$ cat src/design/dcsp_pkg.sv
// Shared types, codes and the command type classifier for the DSI command sequence parser.
package dcsp_pkg;

  localparam int unsigned FIFO_DEPTH = 4;

  typedef enum logic [1:0] {
    KIND_DATA = 2'd0,
    KIND_END  = 2'd1,
    KIND_DONE = 2'd2,
    KIND_ERR  = 2'd3
  } kind_t;

  typedef enum logic [1:0] {
    ERR_NONE  = 2'd0,
    ERR_TRUNC = 2'd1,
    ERR_TYPE  = 2'd2
  } err_t;

  typedef enum logic [1:0] {
    PH_TYPE = 2'd0,
    PH_WAIT = 2'd1,
    PH_LEN  = 2'd2,
    PH_PAY  = 2'd3
  } phase_t;

  typedef enum logic [1:0] {
    CLS_GENERIC = 2'd0,
    CLS_DCS     = 2'd1,
    CLS_UNKNOWN = 2'd2
  } cls_t;

  localparam logic [7:0] TYPE_GEN_SHORT_0P = 8'h03;
  localparam logic [7:0] TYPE_GEN_SHORT_1P = 8'h13;
  localparam logic [7:0] TYPE_GEN_SHORT_2P = 8'h23;
  localparam logic [7:0] TYPE_GEN_LONG     = 8'h29;
  localparam logic [7:0] TYPE_DCS_SHORT_0P = 8'h05;
  localparam logic [7:0] TYPE_DCS_SHORT_1P = 8'h15;
  localparam logic [7:0] TYPE_DCS_LONG     = 8'h39;

  // Results caused by one input byte; emitted in order data, end, done, error.
  typedef struct packed {
    logic       has_data;
    logic       has_end;
    logic       has_done;
    err_t       err;
    logic [7:0] data;
    logic       is_dcs;
    logic [7:0] wait_ms;
  } rec_t;

  function automatic cls_t classify(input logic [7:0] t);
    cls_t c;
    unique case (t)
      TYPE_GEN_SHORT_0P,
      TYPE_GEN_SHORT_1P,
      TYPE_GEN_SHORT_2P,
      TYPE_GEN_LONG:     c = CLS_GENERIC;
      TYPE_DCS_SHORT_0P,
      TYPE_DCS_SHORT_1P,
      TYPE_DCS_LONG:     c = CLS_DCS;
      default:           c = CLS_UNKNOWN;
    endcase
    return c;
  endfunction

endpackage

$ cat src/design/dcsp_front.sv
// Front end: tracks header and payload fields and builds one result record per byte.
module dcsp_front (
  input  logic          clk,
  input  logic          rst,
  input  logic          in_fire,
  input  logic [7:0]    seq_byte,
  input  logic          blob_end,
  output logic          wr_en,
  output dcsp_pkg::rec_t wr_rec
);

  dcsp_pkg::phase_t phase, phase_next;
  logic             held_class, held_class_next;
  logic [7:0]       held_wait, held_wait_next;
  logic [7:0]       bytes_left, bytes_left_next;
  logic             dropping, dropping_next;
  dcsp_pkg::cls_t   cls;

  assign cls = dcsp_pkg::classify(seq_byte);

  // next state
  always_comb begin
    phase_next      = phase;
    held_class_next = held_class;
    held_wait_next  = held_wait;
    bytes_left_next = bytes_left;
    dropping_next   = dropping;
    if (!dropping) begin
      unique case (phase)
        dcsp_pkg::PH_WAIT: begin
          held_wait_next = seq_byte;
          phase_next     = dcsp_pkg::PH_LEN;
        end
        dcsp_pkg::PH_LEN: begin
          bytes_left_next = seq_byte;
          phase_next      = (seq_byte == 8'd0) ? dcsp_pkg::PH_TYPE : dcsp_pkg::PH_PAY;
        end
        dcsp_pkg::PH_PAY: begin
          bytes_left_next = bytes_left - 8'd1;
          if (bytes_left == 8'd1) begin
            phase_next = dcsp_pkg::PH_TYPE;
          end
        end
        dcsp_pkg::PH_TYPE: begin
          if (cls == dcsp_pkg::CLS_UNKNOWN) begin
            dropping_next = 1'b1;
          end else begin
            held_class_next = (cls == dcsp_pkg::CLS_DCS);
            phase_next      = dcsp_pkg::PH_WAIT;
          end
        end
      endcase
    end
    if (blob_end) begin
      phase_next      = dcsp_pkg::PH_TYPE;
      held_class_next = 1'b0;
      held_wait_next  = 8'd0;
      bytes_left_next = 8'd0;
      dropping_next   = 1'b0;
    end
  end

  // record for this byte
  always_comb begin
    wr_rec          = '0;
    wr_rec.err      = dcsp_pkg::ERR_NONE;
    wr_rec.is_dcs   = held_class;
    wr_rec.wait_ms  = held_wait;
    if (!dropping) begin
      unique case (phase)
        dcsp_pkg::PH_WAIT: begin
          if (blob_end) wr_rec.err = dcsp_pkg::ERR_TRUNC;
        end
        dcsp_pkg::PH_LEN: begin
          if (seq_byte == 8'd0) begin
            wr_rec.has_end  = 1'b1;
            wr_rec.has_done = blob_end;
          end else if (blob_end) begin
            wr_rec.err = dcsp_pkg::ERR_TRUNC;
          end
        end
        dcsp_pkg::PH_PAY: begin
          wr_rec.has_data = 1'b1;
          wr_rec.data     = seq_byte;
          if (bytes_left == 8'd1) begin
            wr_rec.has_end  = 1'b1;
            wr_rec.has_done = blob_end;
          end else if (blob_end) begin
            wr_rec.err = dcsp_pkg::ERR_TRUNC;
          end
        end
        dcsp_pkg::PH_TYPE: begin
          if (cls == dcsp_pkg::CLS_UNKNOWN) begin
            wr_rec.err = dcsp_pkg::ERR_TYPE;
          end else if (blob_end) begin
            wr_rec.err = dcsp_pkg::ERR_TRUNC;
          end
        end
      endcase
    end
  end

  assign wr_en = in_fire && !dropping &&
                 (wr_rec.has_data || wr_rec.has_end || (wr_rec.err != dcsp_pkg::ERR_NONE));

  always_ff @(posedge clk) begin
    if (rst) begin
      phase      <= dcsp_pkg::PH_TYPE;
      held_class <= 1'b0;
      held_wait  <= 8'd0;
      bytes_left <= 8'd0;
      dropping   <= 1'b0;
    end else if (in_fire) begin
      phase      <= phase_next;
      held_class <= held_class_next;
      held_wait  <= held_wait_next;
      bytes_left <= bytes_left_next;
      dropping   <= dropping_next;
    end
  end

endmodule

$ cat src/design/dcsp_fifo.sv
// Short record queue between the front end and the result sequencer.
module dcsp_fifo #(
  parameter int unsigned DEPTH = dcsp_pkg::FIFO_DEPTH
) (
  input  logic           clk,
  input  logic           rst,
  input  logic           wr_en,
  input  dcsp_pkg::rec_t wr_rec,
  output logic           full,
  input  logic           rd_en,
  output dcsp_pkg::rec_t rd_rec,
  output logic           empty
);

  localparam int unsigned PTR_W = (DEPTH > 1) ? $clog2(DEPTH) : 1;
  localparam int unsigned CNT_W = $clog2(DEPTH + 1);

  dcsp_pkg::rec_t   mem [DEPTH];
  logic [PTR_W-1:0] wr_ptr, rd_ptr;
  logic [CNT_W-1:0] count;
  logic             do_wr, do_rd;

  assign full   = (count == CNT_W'(DEPTH));
  assign empty  = (count == '0);
  assign do_wr  = wr_en && !full;
  assign do_rd  = rd_en && !empty;
  assign rd_rec = mem[rd_ptr];

  always_ff @(posedge clk) begin
    if (do_wr) begin
      mem[wr_ptr] <= wr_rec;
    end
  end

  always_ff @(posedge clk) begin
    if (rst) begin
      wr_ptr <= '0;
      rd_ptr <= '0;
      count  <= '0;
    end else begin
      if (do_wr) begin
        wr_ptr <= (wr_ptr == PTR_W'(DEPTH - 1)) ? '0 : wr_ptr + PTR_W'(1);
      end
      if (do_rd) begin
        rd_ptr <= (rd_ptr == PTR_W'(DEPTH - 1)) ? '0 : rd_ptr + PTR_W'(1);
      end
      if (do_wr && !do_rd) begin
        count <= count + CNT_W'(1);
      end else if (do_rd && !do_wr) begin
        count <= count - CNT_W'(1);
      end
    end
  end

endmodule

$ cat src/design/dcsp_back.sv
// Back end: expands each queued record into its results, one transfer per cycle while pop stays high.
module dcsp_back (
  input  logic           clk,
  input  logic           rst,
  input  dcsp_pkg::rec_t rd_rec,
  input  logic           q_empty,
  output logic           rd_en,
  input  logic           pop,
  output logic           empty,
  output logic [1:0]     kind,
  output logic [7:0]     data_byte,
  output logic           is_dcs,
  output logic [7:0]     wait_ms,
  output logic [1:0]     error_code,
  output logic           run_last
);

  // pending results: bit 0 data, 1 end, 2 done, 3 error
  logic [3:0]     pend, pend_next, pend_after;
  dcsp_pkg::rec_t cur;
  logic           take, advance;

  assign pend_after = pend & (pend - 4'd1);
  assign empty      = (pend == 4'd0);
  assign take       = pop && !empty;
  assign advance    = empty || (take && (pend_after == 4'd0));
  assign rd_en      = advance && !q_empty;
  assign run_last   = (pend_after == 4'd0);

  always_comb begin
    if (advance) begin
      pend_next = q_empty ? 4'd0 :
                  {rd_rec.err != dcsp_pkg::ERR_NONE, rd_rec.has_done,
                   rd_rec.has_end, rd_rec.has_data};
    end else if (take) begin
      pend_next = pend_after;
    end else begin
      pend_next = pend;
    end
  end

  always_ff @(posedge clk) begin
    if (rst) begin
      pend <= 4'd0;
    end else begin
      pend <= pend_next;
    end
  end

  always_ff @(posedge clk) begin
    if (rd_en) begin
      cur <= rd_rec;
    end
  end

  always_comb begin
    kind       = dcsp_pkg::KIND_DATA;
    data_byte  = 8'd0;
    is_dcs     = 1'b0;
    wait_ms    = 8'd0;
    error_code = dcsp_pkg::ERR_NONE;
    priority if (pend[0]) begin
      kind      = dcsp_pkg::KIND_DATA;
      data_byte = cur.data;
      is_dcs    = cur.is_dcs;
    end else if (pend[1]) begin
      kind    = dcsp_pkg::KIND_END;
      is_dcs  = cur.is_dcs;
      wait_ms = cur.wait_ms;
    end else if (pend[2]) begin
      kind = dcsp_pkg::KIND_DONE;
    end else if (pend[3]) begin
      kind       = dcsp_pkg::KIND_ERR;
      error_code = cur.err;
    end else begin
      kind = dcsp_pkg::KIND_DATA;
    end
  end

endmodule

$ cat src/design/dsi_command_sequence_parser.sv
// Top level of the DSI panel command sequence parser.
//
// Input: a queue-style write side. One blob byte (seq_byte, blob_end on the
// final byte) transfers on each edge with push high and full low; one byte
// per cycle is sustained while the result side keeps up.
// Output: a queue-style read side. While empty is low the oldest result sits
// on kind, data_byte, is_dcs, wait_ms, error_code and run_last; it transfers
// on an edge with pop high. A byte yields zero to three results; the result
// side delivers one per cycle while pop is held high.
// Path: with both stages idle, the first result of a byte passes through the
// record queue and then the output register before it reaches the read side.
// Header bytes normally yield nothing; an unknown type reports an error and
// the remainder of the blob is discarded. A blob that ends mid-command
// reports a truncation error.
// When the reader stalls, results back up into a FIFO_DEPTH-entry record
// queue; full rises once it fills and input stops.
// Reset (rst, synchronous) empties both sides and expects a type byte.
module dsi_command_sequence_parser #(
  parameter int unsigned FIFO_DEPTH = dcsp_pkg::FIFO_DEPTH
) (
  input  logic       clk,
  input  logic       rst,
  input  logic       push,
  output logic       full,
  input  logic [7:0] seq_byte,
  input  logic       blob_end,
  output logic       empty,
  input  logic       pop,
  output logic [1:0] kind,
  output logic [7:0] data_byte,
  output logic       is_dcs,
  output logic [7:0] wait_ms,
  output logic [1:0] error_code,
  output logic       run_last
);

  dcsp_pkg::rec_t wr_rec, rd_rec;
  logic           wr_en, rd_en, q_empty, in_fire;

  assign in_fire = push && !full;

  dcsp_front u_front (
    .clk      (clk),
    .rst      (rst),
    .in_fire  (in_fire),
    .seq_byte (seq_byte),
    .blob_end (blob_end),
    .wr_en    (wr_en),
    .wr_rec   (wr_rec)
  );

  dcsp_fifo #(
    .DEPTH (FIFO_DEPTH)
  ) u_fifo (
    .clk    (clk),
    .rst    (rst),
    .wr_en  (wr_en),
    .wr_rec (wr_rec),
    .full   (full),
    .rd_en  (rd_en),
    .rd_rec (rd_rec),
    .empty  (q_empty)
  );

  dcsp_back u_back (
    .clk        (clk),
    .rst        (rst),
    .rd_rec     (rd_rec),
    .q_empty    (q_empty),
    .rd_en      (rd_en),
    .pop        (pop),
    .empty      (empty),
    .kind       (kind),
    .data_byte  (data_byte),
    .is_dcs     (is_dcs),
    .wait_ms    (wait_ms),
    .error_code (error_code),
    .run_last   (run_last)
  );

`ifndef SYNTHESIS
  a_err_code_kind: assert property (@(posedge clk) disable iff (rst)
    !empty |-> ((kind == dcsp_pkg::KIND_ERR) == (error_code != dcsp_pkg::ERR_NONE)))
    else $error("error_code disagrees with kind");

  a_done_err_last: assert property (@(posedge clk) disable iff (rst)
    !empty && (kind == dcsp_pkg::KIND_DONE || kind == dcsp_pkg::KIND_ERR) |-> run_last)
    else $error("done or error result not marked last");

  a_data_clean: assert property (@(posedge clk) disable iff (rst)
    !empty && kind != dcsp_pkg::KIND_DATA |-> data_byte == 8'd0)
    else $error("data_byte set on non-payload result");

  a_hold_on_stall: assert property (@(posedge clk) disable iff (rst)
    !empty && !pop |=> !empty && $stable(kind) && $stable(data_byte) && $stable(run_last))
    else $error("pending result changed while stalled");
`endif

endmodule

$ cat config.mk
export PLATFORM = sky130hd
export DESIGN_NAME = dsi_command_sequence_parser
export DESIGN_NICKNAME = d
export VERILOG_FILES = /design/src/design/dcsp_pkg.sv /design/src/design/dcsp_front.sv /design/src/design/dcsp_fifo.sv /design/src/design/dcsp_back.sv /design/src/design/dsi_command_sequence_parser.sv
export SDC_FILE = /design/constraint.sdc
export NUM_CORES = 1
export LEC_CHECK = 0
export ABC_AREA = 1
export ABC_CLOCK_PERIOD_IN_PS = 3100
export BUFFER_PORTS_ARGS = -buffer_cell sky130_fd_sc_hd__buf_4
export CAP_MARGIN = 15
export CORE_UTILIZATION = 60
export DETAILED_ROUTE_END_ITERATION = 16
export PLACE_DENSITY = 0.76
export SYNTH_ARGS = -nofsm -noshare
export SYNTH_HDL_FRONTEND = slang
export SYNTH_SLANG_ARGS = --single-unit
$ cat constraint.sdc
create_clock -name clk -period 3.1 [get_ports clk]
set_clock_uncertainty 0.2 [all_clocks]
set_input_delay 0.465 -clock clk [delete_from_list [all_inputs] [get_ports clk]]
set_output_delay 0.465 -clock clk [all_outputs]
set_load 0.02 [all_outputs]
==> parameters.txt <==
Parameter                              Value

Worst setup path
  Start-to-end type of the worst setup path    reg2reg
  Delay contributed by the slowest stage of the critical path    0.38 ns
  Startpoint class of the critical path    flop
  Beginning of the worst register-to-register path    u_front.bytes_left[1]
  Arrival time of data at the critical path endpoint    3.04 ns
  Combined buffer and inverter count along the critical path    3
  Cell type group with the largest total delay on the critical path    simple AND/OR/NAND/NOR gates
  Most prevalent standard cell on the critical path    sky130_fd_sc_hd__nand2_1
  Critical Path Source    u_front.bytes_left[1]
  Required time at the worst-slack endpoint    3.36 ns
  Highest net fanout along the worst path    5
  Internal reg-to-reg setup slack    0.32 ns
  Kind of end point of the critical path    flop
  Chain of cells forming the critical path    inv_1 > ha_1 > nand2_1 > nor2_1 > nand2_1 > nand2_1 > nand2_1 > nand2_1 > nor2_2 > nand2_2 > nand2_2 > inv_1 > ha_1 > inv_1 > fa_1 > o21ai_0 > a21o_1 > o21ai_0 > a21oi_1
  CP max stage cell    sky130_fd_sc_hd__fa_1

GRT
  Antenna violations before repair    0
  Maximum number of pins on one net before global-route repair    45
  First-pass GRT wire length    20,200 µm
  Number of global-route vias before repair    4,210
  Total routing resource utilization after global routing    0.268
  Overall overflow remaining after global route    0

Clocking
  Number of sinks driven by the clock tree    140
  Number of buffers created by CTS    17
  Root buffer selected by CTS    sky130_fd_sc_hd__clkbuf_8
  Post-CTS Setup Repair Bufs    0
  Number of H-tree levels    4
  Clock-pin transition on the worst setup and hold timing paths    0.06 ns
  Clock tree from TritonCTS    built
  Clock latency at the later pin of the worst-skew pair    0.52 ns
  Bufs on Longest Clock Path    2

STA
  Final period utilization    0.897
  Final setup margin    0.319 ns
  Number of failing setup endpoints in the final timing report    0
  Rel. slew slack    0.532
  Final min period    2.78 ns
  Max Fclk    360 MHz
  Transition time of the tightest slew-check pin    0.701 ns
  Setup Total Neg Slack    0 ns
  Final hold slack    0.0349 ns
  Final Hold Fails    0
  RSZ-0062 raised after global routing    false
  Final Slew Violations    0

Finish
  Ratio of cells with drive above 1 in the final layout    0.145
  Diode count    0
  Most used cells in the layout excluding fill and tap cells    sky130_fd_sc_hd__edfxtp_1, sky130_fd_sc_hd__nor2_1, sky130_fd_sc_hd__nand2_1
  Synth-to-layout area growth    17.7%
  Most common cell after layout, fill and taps aside    sky130_fd_sc_hd__edfxtp_1
  Layout net count    644
  # fillers    654
  Final cell utilization of the core    0.741

Synth
  Net Count, Synth    601
  Number of distinct library cells after synthesis    32
  Average cell area after synthesis    10.2 µm²
  Post-synth design cell area    5930 µm²
  Count of synthesis-stage warnings from yosys    0
  Gate count after technology mapping    579
  Flop and latch count out of synthesis    140
  Sequential area share after synthesis    0.653

Detailed routing
  Average detailed-routed wire length per instance    16.4 µm
  Iteration-0 DRC count of the detailed router    322
  Total number of vias    4,306
  DRT Pass-1 Iters    5
  Remaining antenna violation count    0
  Number of DRC violations after detailed routing    0
  Final Routed Wirelength    12,500 µm
  Vias per cell    5.64

Place
  Post-DP HPWL    7720 µm
  Routability-driven placement congestion ratio    0.895
  Quantity of I/O buffers inserted on ports    36
  Setup slack after placement    0.105 ns

Run status
  Run status    finished, final reports clean

Floorplanning
  Width of the die    101 µm
  Die Outline Area    10,300 µm²
  Initial standard-cell utilization of the core    0.630
  Rows    35
  Die Y-Extent    101 µm
  Core outline area    9420 µm²
  IO Pins    37

Power
  Portion of total power attributed to sequential cells    0.409
  Pwr per Cell Area    916 nW/µm²
  Design internal power    4.35 mW
  Worst voltage drop across the vdd grid    0.416 mV
  Switching Fraction    0.320
  Leakage    2.71 nW
  Clock share of power    0.323
  Net switching power    2.04 mW
  Combinational share of power    0.268

Job
  Reported max-cap violation count    0

Min path
  Startpoint of the worst hold path    pop
  Worst hold path type    in2reg
-- path summary, 6_finish.rpt --
path                                         endpoint  cells after the start
worst min-delay path                   u_back.pend[0]                      4
worst max register to register        u_fifo.count[2]                     19
worst min register to register  u_front.bytes_left[7]                      2
worst max-delay path                  u_fifo.count[2]                     19
-- cell usage after synthesis (all sizes together) --
library cell | number | area (µm²)
xnor2 | 2 | 17.5
inv | 53 | 199
nand3b | 1 | 7.51
a211oi | 1 | 7.51
o21ai | 70 | 358
a31oi | 1 | 6.26
buf | 6 | 30.0
a21oi | 32 | 160
a21o | 1 | 7.51
o21a | 1 | 7.51
fa | 1 | 20.0
nor3 | 2 | 15.0
dfxtp | 33 | 661
nand3 | 17 | 85.1
nor2 | 111 | 442
o211a | 1 | 10.0
nand2 | 84 | 323
o2111ai | 4 | 35.0
nand4 | 2 | 12.5
ha | 8 | 100
and3 | 1 | 6.26
clkbuf | 17 | 63.8
or2 | 1 | 6.26
edfxtp | 107 | 3210
o22ai | 22 | 138
-- area by class of cell --
cell class / instances / area (µm²) / share of cell area
Inverter: 53 / 199 / 0.0285
Timing Repair Buffer: 47 / 353 / 0.0506
Multi-Input combinational cell: 363 / 1770 / 0.253
Sequential cell: 140 / 3870 / 0.555
Clock buffer: 24 / 523 / 0.0750
Tap cell: 129 / 161 / 0.0231
Clock inverter: 8 / 101 / 0.0145
-- worst register-to-register path, delay by kind of cell (launching register included) --
kind                       cells  cell delay, ns
DFF                            1            0.31
adders and majority gates      3            0.66
and+or+nand+nor                9            0.82
AOI/OAI and AO/OA              4            0.48
buffers and inverters          3            0.23
-- per-layer routing --
layer | up-vias | track usage | share of wire
li1 | 2084 | - | -
met1 | 2055 | 0.324 | 0.41
met2 | 147 | 0.467 | 0.51
met3 | 20 | 0.0614 | 0.065
met4 | 0 | 0.106 | 0.015
met5 | - | 0 | 0
-- stage by stage --
stage          power (mW)  instance area, µm²  cells
2_1_floorplan        3.77                5930    579
3_3_place_gp         4.29                6350    732
3_5_place_dp         4.36                6350    732
4_1_cts              6.42                6980    764
5_1_grt              6.71                6980    764
6_report             6.39                6980    764
-- registers in the layout, summed over array words and instances, names as in the netlist, named ones only --
register	flops
u_fifo.rd_ptr	2
u_front.held_wait	8
u_back.cur	19
u_back.pend	4
u_fifo.wr_ptr	2
u_fifo.mem	88
u_fifo.count	3
u_front.bytes_left	8
u_front.phase	2
u_front.dropping	1
u_front.held_class	1
-- power by group through the flow --
stage / sequential [mW] / combinational [mW] / clock, mW
2_1_floorplan: 2.60 / 1.17 / 0
3_3_place_gp: 2.64 / 1.65 / 0
3_5_place_dp: 2.65 / 1.71 / 0
4_1_cts: 2.61 / 1.73 / 2.07
5_1_grt: 2.65 / 1.92 / 2.14
6_report: 2.62 / 1.71 / 2.06
-- what timing repair did --
action                                  CTS  global route
gates resized for setup                   0             1
hold buffers                              0             0
hold endpoints to repair                  0             0
endpoints found under the setup margin    0             1
-- logic make-up (layout without fill, tap and decap cells) --
logic type,count (synthesis),count (layout),share of synthesized area
and+or+nand+nor,219,219,0.151
DFF,140,140,0.653
AOI/OAI and AO/OA,133,133,0.123
buffers and inverters,76,132,0.0494
adders and majority gates,9,9,0.0203
xor gates and xnor gates,2,2,0.00295
Note: power is estimated with default switching activity, not from simulation.
